### src/rtl/cle_pkg.sv
// Shared types and constants of the circular list engine.
// Depends on nothing; used by every other file of the block but the defines header.
package cle_pkg;

  localparam int CMD_W    = 3;
  localparam int POS_W    = 6;
  localparam int DATA_W   = 32;
  localparam int LEN_W    = 7;
  localparam int STATUS_W = 2;

  typedef enum logic [CMD_W-1:0] {
    CMD_APPEND  = 3'd0,
    CMD_INSERT  = 3'd1,
    CMD_DELETE  = 3'd2,
    CMD_READ    = 3'd3,
    CMD_REVERSE = 3'd4
  } cmd_t;

  typedef enum logic [STATUS_W-1:0] {
    ST_OK    = 2'd0,
    ST_RANGE = 2'd1,
    ST_FULL  = 2'd2
  } status_t;

  typedef struct packed {
    logic push;
    logic pop;
  } fs_ctrl_t;

  typedef struct packed {
    logic link_we;
    logic val_we;
  } nm_wr_t;

endpackage

### src/rtl/cle_if.sv
// Valid/ready channel interfaces for commands and results of the list engine.
// Depends on cle_pkg for the field widths.
interface cle_in_if import cle_pkg::*; ();
  logic              valid;
  logic              ready;
  logic [CMD_W-1:0]  cmd;
  logic [POS_W-1:0]  position;
  logic [DATA_W-1:0] item_value;

  modport source (output valid, output cmd, output position, output item_value, input ready);
  modport sink (input valid, input cmd, input position, input item_value, output ready);
endinterface

interface cle_out_if import cle_pkg::*; ();
  logic                valid;
  logic                ready;
  logic [DATA_W-1:0]   read_value;
  logic [LEN_W-1:0]    length;
  logic [STATUS_W-1:0] status;

  modport source (output valid, output read_value, output length, output status, input ready);
  modport sink (input valid, input read_value, input length, input status, output ready);
endinterface

### src/rtl/circular_list_engine.sv
// Circular singly linked list engine: command sequencer over the node pool and free stack.
// Depends on cle_pkg, cle_if, cle_node_mem and cle_free_stack.
//
// One command is taken at a time and answered with exactly one result. The sequencer
// follows one link per cycle through the link memory, so the link memory read port sets
// the time per command: a read walks to position p, insert and delete at position p > 0
// walk to the node before p, insert and delete at the head and append walk no links,
// reverse visits every entry, and out-of-range, full, short reverse and unknown commands
// go straight to their result. The next command can be taken in the cycle after the
// result is loaded. A finished result waits in the output register while the next
// command is taken. After reset the free stack is filled with every node index, during
// which no command is taken.
module circular_list_engine import cle_pkg::*; #(
  parameter int CAPACITY    = 64,
  parameter int VALUE_WIDTH = 32
) (
  input  logic             clk,
  input  logic             rst_n,
  cle_in_if.sink           in_ch,
  cle_out_if.source        out_ch
);

  localparam int IDX_W = $clog2(CAPACITY);
  localparam int CNT_W = $clog2(CAPACITY + 1);
  localparam int CMP_W = (CNT_W > POS_W) ? CNT_W : POS_W;

  typedef enum logic [2:0] {
    S_IDLE, S_POP, S_WALK, S_DEL0, S_DEL1, S_LINK2, S_REV, S_DONE
  } state_t;

  state_t                state_r, state_nxt;
  cmd_t                  cmd_r, cmd_nxt;
  logic [VALUE_WIDTH-1:0] val_r, val_nxt;
  logic [IDX_W-1:0]      first_r, first_nxt;
  logic [IDX_W-1:0]      last_r, last_nxt;
  logic [CNT_W-1:0]      count_r, count_nxt;
  logic [IDX_W-1:0]      cur_r, cur_nxt;
  logic [IDX_W-1:0]      prev_r, prev_nxt;
  logic [CNT_W-1:0]      rem_r, rem_nxt;
  logic [IDX_W-1:0]      wa2_r, wa2_nxt;
  logic [IDX_W-1:0]      wd2_r, wd2_nxt;
  logic [DATA_W-1:0]     res_value_r, res_value_nxt;
  status_t               res_status_r, res_status_nxt;
  logic                  out_valid_r, out_valid_nxt;
  logic [DATA_W-1:0]     out_value_r, out_value_nxt;
  logic [LEN_W-1:0]      out_length_r, out_length_nxt;
  status_t               out_status_r, out_status_nxt;

  logic [IDX_W-1:0]       rd_addr;
  nm_wr_t                 wr;
  logic [IDX_W-1:0]       link_wa;
  logic [IDX_W-1:0]       link_wd;
  logic [IDX_W-1:0]       val_wa;
  logic [VALUE_WIDTH-1:0] val_wd;
  logic [IDX_W-1:0]       link_rd;
  logic [VALUE_WIDTH-1:0] val_rd;
  fs_ctrl_t               fs_ctl;
  logic [IDX_W-1:0]       push_idx;
  logic [IDX_W-1:0]       fs_rd;
  logic                   fs_empty;
  logic                   fs_busy;
  logic                   in_ready;
  logic                   in_range;
  logic                   pos_zero;
  logic [CNT_W-1:0]       pos_cnt;

  cle_node_mem #(
    .CAPACITY    (CAPACITY),
    .VALUE_WIDTH (VALUE_WIDTH)
  ) u_node_mem (
    .clk     (clk),
    .rd_addr (rd_addr),
    .wr      (wr),
    .link_wa (link_wa),
    .link_wd (link_wd),
    .val_wa  (val_wa),
    .val_wd  (val_wd),
    .link_rd (link_rd),
    .val_rd  (val_rd)
  );

  cle_free_stack #(
    .CAPACITY (CAPACITY)
  ) u_free_stack (
    .clk      (clk),
    .rst_n    (rst_n),
    .ctl      (fs_ctl),
    .push_idx (push_idx),
    .top_idx  (fs_rd),
    .empty    (fs_empty),
    .busy     (fs_busy)
  );

  assign in_ready = (state_r == S_IDLE) && !fs_busy;
  assign in_range = CMP_W'(in_ch.position) < CMP_W'(count_r);
  assign pos_zero = (in_ch.position == '0);
  assign pos_cnt  = CNT_W'(in_ch.position);

  assign in_ch.ready       = in_ready;
  assign out_ch.valid      = out_valid_r;
  assign out_ch.read_value = out_value_r;
  assign out_ch.length     = out_length_r;
  assign out_ch.status     = out_status_r;

  always_comb begin
    state_nxt      = state_r;
    cmd_nxt        = cmd_r;
    val_nxt        = val_r;
    first_nxt      = first_r;
    last_nxt       = last_r;
    count_nxt      = count_r;
    cur_nxt        = cur_r;
    prev_nxt       = prev_r;
    rem_nxt        = rem_r;
    wa2_nxt        = wa2_r;
    wd2_nxt        = wd2_r;
    res_value_nxt  = res_value_r;
    res_status_nxt = res_status_r;
    out_valid_nxt  = out_valid_r && !out_ch.ready;
    out_value_nxt  = out_value_r;
    out_length_nxt = out_length_r;
    out_status_nxt = out_status_r;
    rd_addr        = cur_r;
    wr             = '0;
    link_wa        = cur_r;
    link_wd        = prev_r;
    val_wa         = fs_rd;
    val_wd         = val_r;
    fs_ctl         = '0;
    push_idx       = cur_r;

    unique case (state_r)
      S_IDLE: begin
        rd_addr = first_r;
        if (in_ch.valid && in_ready) begin
          cmd_nxt        = cmd_t'(in_ch.cmd);
          val_nxt        = VALUE_WIDTH'(in_ch.item_value);
          res_value_nxt  = '0;
          res_status_nxt = ST_OK;
          cur_nxt        = first_r;
          prev_nxt       = last_r;
          state_nxt      = S_DONE;
          unique case (cmd_t'(in_ch.cmd))
            CMD_APPEND: begin
              if (fs_empty) begin
                res_status_nxt = ST_FULL;
              end else begin
                state_nxt = S_POP;
              end
            end
            CMD_INSERT: begin
              if (!in_range) begin
                res_status_nxt = ST_RANGE;
              end else if (fs_empty) begin
                res_status_nxt = ST_FULL;
              end else if (pos_zero) begin
                state_nxt = S_POP;
              end else begin
                rem_nxt   = pos_cnt - CNT_W'(1);
                state_nxt = S_WALK;
              end
            end
            CMD_DELETE: begin
              if (!in_range) begin
                res_status_nxt = ST_RANGE;
              end else if (pos_zero) begin
                state_nxt = S_DEL0;
              end else begin
                rem_nxt   = pos_cnt - CNT_W'(1);
                state_nxt = S_WALK;
              end
            end
            CMD_READ: begin
              if (!in_range) begin
                res_status_nxt = ST_RANGE;
              end else begin
                rem_nxt   = pos_cnt;
                state_nxt = S_WALK;
              end
            end
            CMD_REVERSE: begin
              if (count_r >= CNT_W'(2)) begin
                rem_nxt   = count_r - CNT_W'(1);
                state_nxt = S_REV;
              end
            end
            default: begin
            end
          endcase
        end
      end

      S_POP: begin
        fs_ctl.pop  = 1'b1;
        wr.val_we   = 1'b1;
        wr.link_we  = 1'b1;
        count_nxt   = count_r + CNT_W'(1);
        if (cmd_r == CMD_APPEND) begin
          if (count_r == '0) begin
            link_wa   = fs_rd;
            link_wd   = fs_rd;
            first_nxt = fs_rd;
            last_nxt  = fs_rd;
            state_nxt = S_DONE;
          end else begin
            link_wa   = last_r;
            link_wd   = fs_rd;
            wa2_nxt   = fs_rd;
            wd2_nxt   = first_r;
            last_nxt  = fs_rd;
            state_nxt = S_LINK2;
          end
        end else begin
          link_wa   = fs_rd;
          link_wd   = first_r;
          wa2_nxt   = last_r;
          wd2_nxt   = fs_rd;
          first_nxt = fs_rd;
          state_nxt = S_LINK2;
        end
      end

      S_LINK2: begin
        wr.link_we = 1'b1;
        link_wa    = wa2_r;
        link_wd    = wd2_r;
        state_nxt  = S_DONE;
      end

      S_WALK: begin
        rd_addr = link_rd;
        if (rem_r != '0) begin
          cur_nxt = link_rd;
          rem_nxt = rem_r - CNT_W'(1);
        end else begin
          unique case (cmd_r)
            CMD_INSERT: begin
              fs_ctl.pop = 1'b1;
              wr.val_we  = 1'b1;
              wr.link_we = 1'b1;
              link_wa    = fs_rd;
              link_wd    = link_rd;
              wa2_nxt    = cur_r;
              wd2_nxt    = fs_rd;
              count_nxt  = count_r + CNT_W'(1);
              state_nxt  = S_LINK2;
            end
            CMD_DELETE: begin
              prev_nxt  = cur_r;
              cur_nxt   = link_rd;
              state_nxt = S_DEL1;
            end
            default: begin
              res_value_nxt = DATA_W'(val_rd);
              state_nxt     = S_DONE;
            end
          endcase
        end
      end

      S_DEL0: begin
        fs_ctl.push = 1'b1;
        push_idx    = cur_r;
        count_nxt   = count_r - CNT_W'(1);
        if (count_r == CNT_W'(1)) begin
          first_nxt = '0;
          last_nxt  = '0;
        end else begin
          wr.link_we = 1'b1;
          link_wa    = last_r;
          link_wd    = link_rd;
          first_nxt  = link_rd;
        end
        state_nxt = S_DONE;
      end

      S_DEL1: begin
        wr.link_we  = 1'b1;
        link_wa     = prev_r;
        link_wd     = link_rd;
        fs_ctl.push = 1'b1;
        push_idx    = cur_r;
        count_nxt   = count_r - CNT_W'(1);
        if (cur_r == last_r) begin
          last_nxt = prev_r;
        end
        state_nxt = S_DONE;
      end

      S_REV: begin
        rd_addr    = link_rd;
        wr.link_we = 1'b1;
        link_wa    = cur_r;
        link_wd    = prev_r;
        prev_nxt   = cur_r;
        cur_nxt    = link_rd;
        if (rem_r == '0) begin
          first_nxt = last_r;
          last_nxt  = first_r;
          state_nxt = S_DONE;
        end else begin
          rem_nxt = rem_r - CNT_W'(1);
        end
      end

      S_DONE: begin
        if (!out_valid_r || out_ch.ready) begin
          out_valid_nxt  = 1'b1;
          out_value_nxt  = res_value_r;
          out_length_nxt = LEN_W'(count_r);
          out_status_nxt = res_status_r;
          state_nxt      = S_IDLE;
        end
      end

      default: begin
        state_nxt = S_IDLE;
      end
    endcase
  end

  always_ff @(posedge clk) begin
    if (!rst_n) begin
      state_r     <= S_IDLE;
      first_r     <= '0;
      last_r      <= '0;
      count_r     <= '0;
      out_valid_r <= 1'b0;
    end else begin
      state_r     <= state_nxt;
      first_r     <= first_nxt;
      last_r      <= last_nxt;
      count_r     <= count_nxt;
      out_valid_r <= out_valid_nxt;
    end
    cmd_r        <= cmd_nxt;
    val_r        <= val_nxt;
    cur_r        <= cur_nxt;
    prev_r       <= prev_nxt;
    rem_r        <= rem_nxt;
    wa2_r        <= wa2_nxt;
    wd2_r        <= wd2_nxt;
    res_value_r  <= res_value_nxt;
    res_status_r <= res_status_nxt;
    out_value_r  <= out_value_nxt;
    out_length_r <= out_length_nxt;
    out_status_r <= out_status_nxt;
  end

endmodule

### src/rtl/cle_node_mem.sv
// Node pool of the list engine: value memory and link memory on one read address.
// Depends on cle_pkg for the write control struct.
module cle_node_mem import cle_pkg::*; #(
  parameter int CAPACITY    = 64,
  parameter int VALUE_WIDTH = 32
) (
  input  logic                          clk,
  input  logic [$clog2(CAPACITY)-1:0]   rd_addr,
  input  nm_wr_t                        wr,
  input  logic [$clog2(CAPACITY)-1:0]   link_wa,
  input  logic [$clog2(CAPACITY)-1:0]   link_wd,
  input  logic [$clog2(CAPACITY)-1:0]   val_wa,
  input  logic [VALUE_WIDTH-1:0]        val_wd,
  output logic [$clog2(CAPACITY)-1:0]   link_rd,
  output logic [VALUE_WIDTH-1:0]        val_rd
);

  localparam int IDX_W = $clog2(CAPACITY);

  logic [IDX_W-1:0]       link_mem [CAPACITY];
  logic [VALUE_WIDTH-1:0] val_mem  [CAPACITY];

  always_ff @(posedge clk) begin
    if (wr.link_we) begin
      link_mem[link_wa] <= link_wd;
    end
    link_rd <= link_mem[rd_addr];
  end

  always_ff @(posedge clk) begin
    if (wr.val_we) begin
      val_mem[val_wa] <= val_wd;
    end
    val_rd <= val_mem[rd_addr];
  end

endmodule

### src/rtl/cle_free_stack.sv
// Free node stack of the list engine, filled with every node index after reset.
// Depends on cle_pkg for the push and pop control struct.
module cle_free_stack import cle_pkg::*; #(
  parameter int CAPACITY = 64
) (
  input  logic                          clk,
  input  logic                          rst_n,
  input  fs_ctrl_t                      ctl,
  input  logic [$clog2(CAPACITY)-1:0]   push_idx,
  output logic [$clog2(CAPACITY)-1:0]   top_idx,
  output logic                          empty,
  output logic                          busy
);

  localparam int IDX_W = $clog2(CAPACITY);
  localparam int CNT_W = $clog2(CAPACITY + 1);

  logic [IDX_W-1:0] stack_mem [CAPACITY];
  logic [CNT_W-1:0] top_r;
  logic [IDX_W-1:0] clr_r;
  logic             busy_r;
  logic [IDX_W-1:0] rd_addr;
  logic             push_ok;

  assign rd_addr = IDX_W'(top_r - CNT_W'(1));
  assign push_ok = ctl.push && (top_r < CNT_W'(CAPACITY));
  assign empty   = (top_r == '0);
  assign busy    = busy_r;

  always_ff @(posedge clk) begin
    if (!rst_n) begin
      busy_r <= 1'b1;
      clr_r  <= '0;
      top_r  <= CNT_W'(CAPACITY);
    end else if (busy_r) begin
      clr_r <= clr_r + IDX_W'(1);
      if (clr_r == IDX_W'(CAPACITY - 1)) begin
        busy_r <= 1'b0;
      end
    end else if (ctl.pop) begin
      top_r <= top_r - CNT_W'(1);
    end else if (push_ok) begin
      top_r <= top_r + CNT_W'(1);
    end
  end

  always_ff @(posedge clk) begin
    if (busy_r) begin
      stack_mem[clr_r] <= clr_r;
    end else if (push_ok) begin
      stack_mem[top_r[IDX_W-1:0]] <= push_idx;
    end
    top_idx <= stack_mem[rd_addr];
  end

endmodule

### src/flat_wrapper.sv
// flat-port wrapper written by rule: the top's interface ports become plain ports
module circular_list_engine_flat import cle_pkg::*;
#(
  parameter int CAPACITY    = 64,
  parameter int VALUE_WIDTH = 32
)
  (clk, rst_n, in_ch_valid, in_ch_cmd, in_ch_position, in_ch_item_value, in_ch_ready, out_ch_valid, out_ch_read_value, out_ch_length, out_ch_status, out_ch_ready);
  cle_in_if in_ch_i ();
  cle_out_if out_ch_i ();
  input  logic clk;
  input  logic rst_n;
  input wire logic [$bits(in_ch_i.valid)-1:0] in_ch_valid;
  input wire logic [$bits(in_ch_i.cmd)-1:0] in_ch_cmd;
  input wire logic [$bits(in_ch_i.position)-1:0] in_ch_position;
  input wire logic [$bits(in_ch_i.item_value)-1:0] in_ch_item_value;
  output wire logic [$bits(in_ch_i.ready)-1:0] in_ch_ready;
  output wire logic [$bits(out_ch_i.valid)-1:0] out_ch_valid;
  output wire logic [$bits(out_ch_i.read_value)-1:0] out_ch_read_value;
  output wire logic [$bits(out_ch_i.length)-1:0] out_ch_length;
  output wire logic [$bits(out_ch_i.status)-1:0] out_ch_status;
  input wire logic [$bits(out_ch_i.ready)-1:0] out_ch_ready;
  assign in_ch_i.valid = in_ch_valid;
  assign in_ch_i.cmd = in_ch_cmd;
  assign in_ch_i.position = in_ch_position;
  assign in_ch_i.item_value = in_ch_item_value;
  assign in_ch_ready = in_ch_i.ready;
  assign out_ch_valid = out_ch_i.valid;
  assign out_ch_read_value = out_ch_i.read_value;
  assign out_ch_length = out_ch_i.length;
  assign out_ch_status = out_ch_i.status;
  assign out_ch_i.ready = out_ch_ready;
  circular_list_engine #(.CAPACITY(CAPACITY), .VALUE_WIDTH(VALUE_WIDTH)) u_core (.clk(clk), .rst_n(rst_n), .in_ch(in_ch_i), .out_ch(out_ch_i));
endmodule
### config.mk
export PLATFORM = sky130hd
export DESIGN_NAME = circular_list_engine_flat
export DESIGN_NICKNAME = d
export VERILOG_FILES = /design/src/rtl/cle_pkg.sv /design/src/rtl/cle_if.sv /design/src/rtl/circular_list_engine.sv /design/src/rtl/cle_node_mem.sv /design/src/rtl/cle_free_stack.sv /design/src/flat_wrapper.sv
export SDC_FILE = /design/constraint.sdc
export NUM_CORES = 2
export LEC_CHECK = 0
export ABC_AREA = 1
export BUFFER_PORTS_ARGS = -buffer_cell sky130_fd_sc_hd__buf_4
export CORE_MARGIN = 3
export CORE_UTILIZATION = 50
export DETAILED_ROUTE_END_ITERATION = 10
export GPL_TIMING_DRIVEN = 0
export PLACE_DENSITY = 0.61
export RECOVER_POWER = 25
export SLEW_MARGIN = 20
export SYNTH_ARGS = -nofsm -noshare
export SYNTH_HDL_FRONTEND = slang
export SYNTH_SLANG_ARGS = --single-unit
### constraint.sdc
create_clock -name clk -period 8.6 [get_ports clk]
set_clock_uncertainty 0.2 [all_clocks]
set_input_delay 1.29 -clock clk [delete_from_list [all_inputs] [get_ports clk]]
set_output_delay 1.29 -clock clk [all_outputs]
set_load 0.1 [all_outputs]
==> results_dict.tcl <==
set metrics [dict create \
    synth_area_per_cell_sq_um 11.33 \
    netSwitchingFraction_pct 20.21 \
    combPwrFrac_pct 0.5 \
    ys_async_sr_fraction_pct 0 \
    dp_hpwl_microns 349800 \
    drt_first_pass_iters 9 \
    setup_slack_ns 3.008 \
    synth_nets 11720 \
    num-fill-cells 21720 \
    ys.flop_type "edfxtp_1" \
    synth_cell_types 49 \
    clock_latency_ns 0.92 \
    drive_above_1_share_pct 11.10 \
    start_util_pct 50.30 \
    leakagePower_nw 58.20 \
    fin_area_sq_um 151400 \
    overflow 0 \
    yosys-top-cells-area "edfxtp_1, nand3_1, nand3b_1" \
    yosysMostFrequentCell "edfxtp_1" \
    synth-seq-cells 3038 \
    fin_cells 16140 \
    die_x_microns 520.1 \
    area_delta_synth_final_pct 14.53 \
    grt_max_degree 41 \
    rsz0062_at_grt "no" \
    startpoint_type "flip-flop" \
    cp_common_cell "clkbuf_1" \
    p_sw_mw 6.043 \
    cts_hold_buffers 0 \
    cts_buffer_depth 4 \
    syn_area_sq_um 132100 \
    fmax_mhz 178.8 \
    clkTransAtPathRegs_ns 0.06 \
    peakVddDrop_mv 0.1712 \
    grt_pass1_vias 89430 \
    min_period_ns 5.592 \
    cts_buffers 328 \
    coreArea_sq_um 262700 \
    crit_chain "inv_1 -> clkbuf_1 -> clkbuf_1 -> ha_1 -> clkbuf_1 -> clkbuf_1 -> clkbuf_1 -> o32ai_1 -> o211ai_1 -> nand3_1 -> nand3_1 -> nand2_1" \
    cts_tree "done" \
    max_stage_delay_ns 0.69 \
    antenna_found_initial 42 \
    dp_slack_ns 3.315 \
    cp-end-kind "flip-flop" \
    power.clock.fraction_pct 45.9 \
    ys_warn_count 0 \
    slew_headroom_pct -8.728 \
    p_int_mw 23.86 \
    slowest_stage "clkbuf_1" \
    crit_arrival_ns 6.13 \
    period_share_pct 65.02 \
    setup_viol 0 \
    num_rows 188 \
    via_per_inst 5.935 \
    required_ns 9.13 \
    cp_max_fo 10 \
    clock_sinks 3038 \
    final_nets 12410 \
    max_cap_viol_count 9 \
    tightest_slew_ns 1.631 \
    outcome "complete, but fails checks" \
    die_h_microns 520.1 \
    wl_per_cell_microns 29.55 \
    finalHoldViolCount 0 \
    drc_errors 0 \
    netlist.area_leader.share_pct 67.19 \
    slew_violations 133 \
    p_seq_share_pct 53.6 \
    dp_cells 15530 \
    vias 95770 \
    synth-edff-count 2957 \
    synth-seq-area-share_pct 68.42 \
    grt_pass1_wl_microns 662100 \
    synth_top_cell_by_area "edfxtp_1" \
    ant_nets 0 \
    drt_iter0_markers 13110 \
    dpl_cell_area_sq_um 142300 \
    grt_use_total_pct 34.44 \
    die-area_sq_um 270500 \
    cts-root-buf "clkbuf_16" \
    yosys-top-cells-count "edfxtp_1, nand3_1, nand2_1" \
    port_buffers 87 \
    ctsResizeCount 0 \
    path_class "reg2reg" \
    violations "max-capacitance violations, max-slew violations" \
    drt_wl_total_microns 476800 \
    h-tree-depth 5 \
    gp_congestion 1.094 \
    p_per_area_nw_per_um2 197.6 \
    syn_inst 11660 \
    cts_setup_buffers 0 \
    io_pins 88 \
    hp-class "reg2reg" \
]
## area by class of cell
cell class | instances | area [sq um] | share of cell area, %
diodes | 20 | 50.05 | 0.03307
inverters | 1540 | 5781 | 3.819
plain buffers | 765 | 3623 | 2.394
repair buffers | 356 | 3908 | 2.582
clock buffers | 410 | 8662 | 5.723
clock inverters | 175 | 1554 | 1.027
flip-flops and latches | 3038 | 90420 | 59.74
well taps | 3515 | 4398 | 2.906
multi-input cells | 6316 | 32960 | 21.78
## stage by stage
step	total power [mW]	util (%)	setup TNS, ns	hold slack (ns)
after floorplan	16.40	-	0	0.2003
after global placement	16.47	52.22	-300.26	0.2009
after detailed placement	16.48	54.16	0	0.2045
after CTS	29.98	58.05	0	0.2132
after global routing	30.58	57.59	0	0.2226
final	29.90	57.60	0	0.2128
## path summary, 6_finish.rpt
path	slack [ns]	cells after the start	end	start
setup / recovery	3.01	12	u_core.u_free_stack.top_idx[1]	u_core.u_free_stack.top_r[0]
hold reg to reg	0.21	0	u_core.out_ch.read_value[26]	u_core.res_value_r[26]
setup reg to reg	3.01	12	u_core.u_free_stack.top_idx[1]	u_core.u_free_stack.top_r[0]
hold / removal	0.21	0	u_core.out_ch.read_value[26]	u_core.res_value_r[26]
## sequential cells by signal, summed over array words and instances, names as in the netlist, 2 cells and up
| name | cells |
|---|---|
| u_core.u_free_stack.clr_r | 6 |
| u_core.wa2_r | 6 |
| u_core.out_ch.length | 7 |
| u_core.out_ch.status | 2 |
| u_core.first_r | 6 |
| u_core.res_value_r | 32 |
| u_core.last_r | 6 |
| u_core.cmd_r | 3 |
| u_core.u_node_mem.val_mem | 2048 |
| u_core.state_r | 3 |
| u_core.cur_r | 6 |
| u_core.u_free_stack.stack_mem | 384 |
| u_core.out_ch.read_value | 32 |
| u_core.res_status_r | 2 |
| u_core.prev_r | 6 |
| u_core.u_node_mem.link_mem | 384 |
| u_core.u_node_mem.link_rd | 6 |
| u_core.count_r | 7 |
| u_core.u_free_stack.top_r | 7 |
| u_core.val_r | 32 |
| u_core.rem_r | 7 |
| u_core.u_node_mem.val_rd | 32 |
| u_core.u_free_stack.top_idx | 6 |
| u_core.wd2_r | 6 |
## layout by cell type (no fill, tap or decap), drive strengths merged, types with 11 or more instances in the layout
cell type  Yosys  layout
edfxtp      2957    2957
nand3       2656    2656
nand2       1596    1596
inv         1537    1548
nand3b       913     913
buf          576     809
clkbuf       189     722
nor2         534     534
o21ai        253     253
clkinv         3     135
dfxtp         81      81
o211ai        69      69
a21oi         48      48
mux2i         40      40
o22ai         35      35
nor3          28      28
o221ai        23      23
o32ai         22      22
bufinv         0      21
diode          0      20
ha            18      18
nand4         18      18
xor2          13      13
a211oi        12      12
clkinvlp       0      11
## power groups by stage
stage	logic, mW	registers (mW)	clock network (mW)
final	0.136	16.0	13.7
after global routing	0.144	16.0	14.4
after CTS	0.136	16.0	13.8
after detailed placement	0.135	16.3	0
after global placement	0.116	16.4	0
after floorplan	0.0536	16.3	0
## metal layers
metal / track usage [%] / vias to the layer above / part of all wire [%]
met5: 0 / - / 0.077
met4: 18.35 / 8 / 6.2
met3: 7.393 / 984 / 11
met2: 51.69 / 5617 / 44
met1: 47.21 / 47150 / 39
li1: - / 42010 / -
## critical path: cells and delay by family (launching register included)
kind | cells | cell delay [ns]
DFF | 1 | 0.42
adders and majority gates | 1 | 0.38
and+or+nand+nor | 3 | 0.54
buffers and inverters | 6 | 3.22
AOI/OAI and AO/OA | 2 | 0.64
## cell families after synthesis
| group | synth area share, % |
|---|---|
| AO/OA/AOI/OAI | 2.214 |
| XOR/XNOR | 0.1060 |
| adder cells (fa/ha/maj) | 0.1704 |
| buffers and inverters | 7.111 |
| flip-flops | 68.42 |
| multiplexers | 0.3030 |
| AND/OR/NAND/NOR | 21.68 |
(Power assumes the default switching activity.)
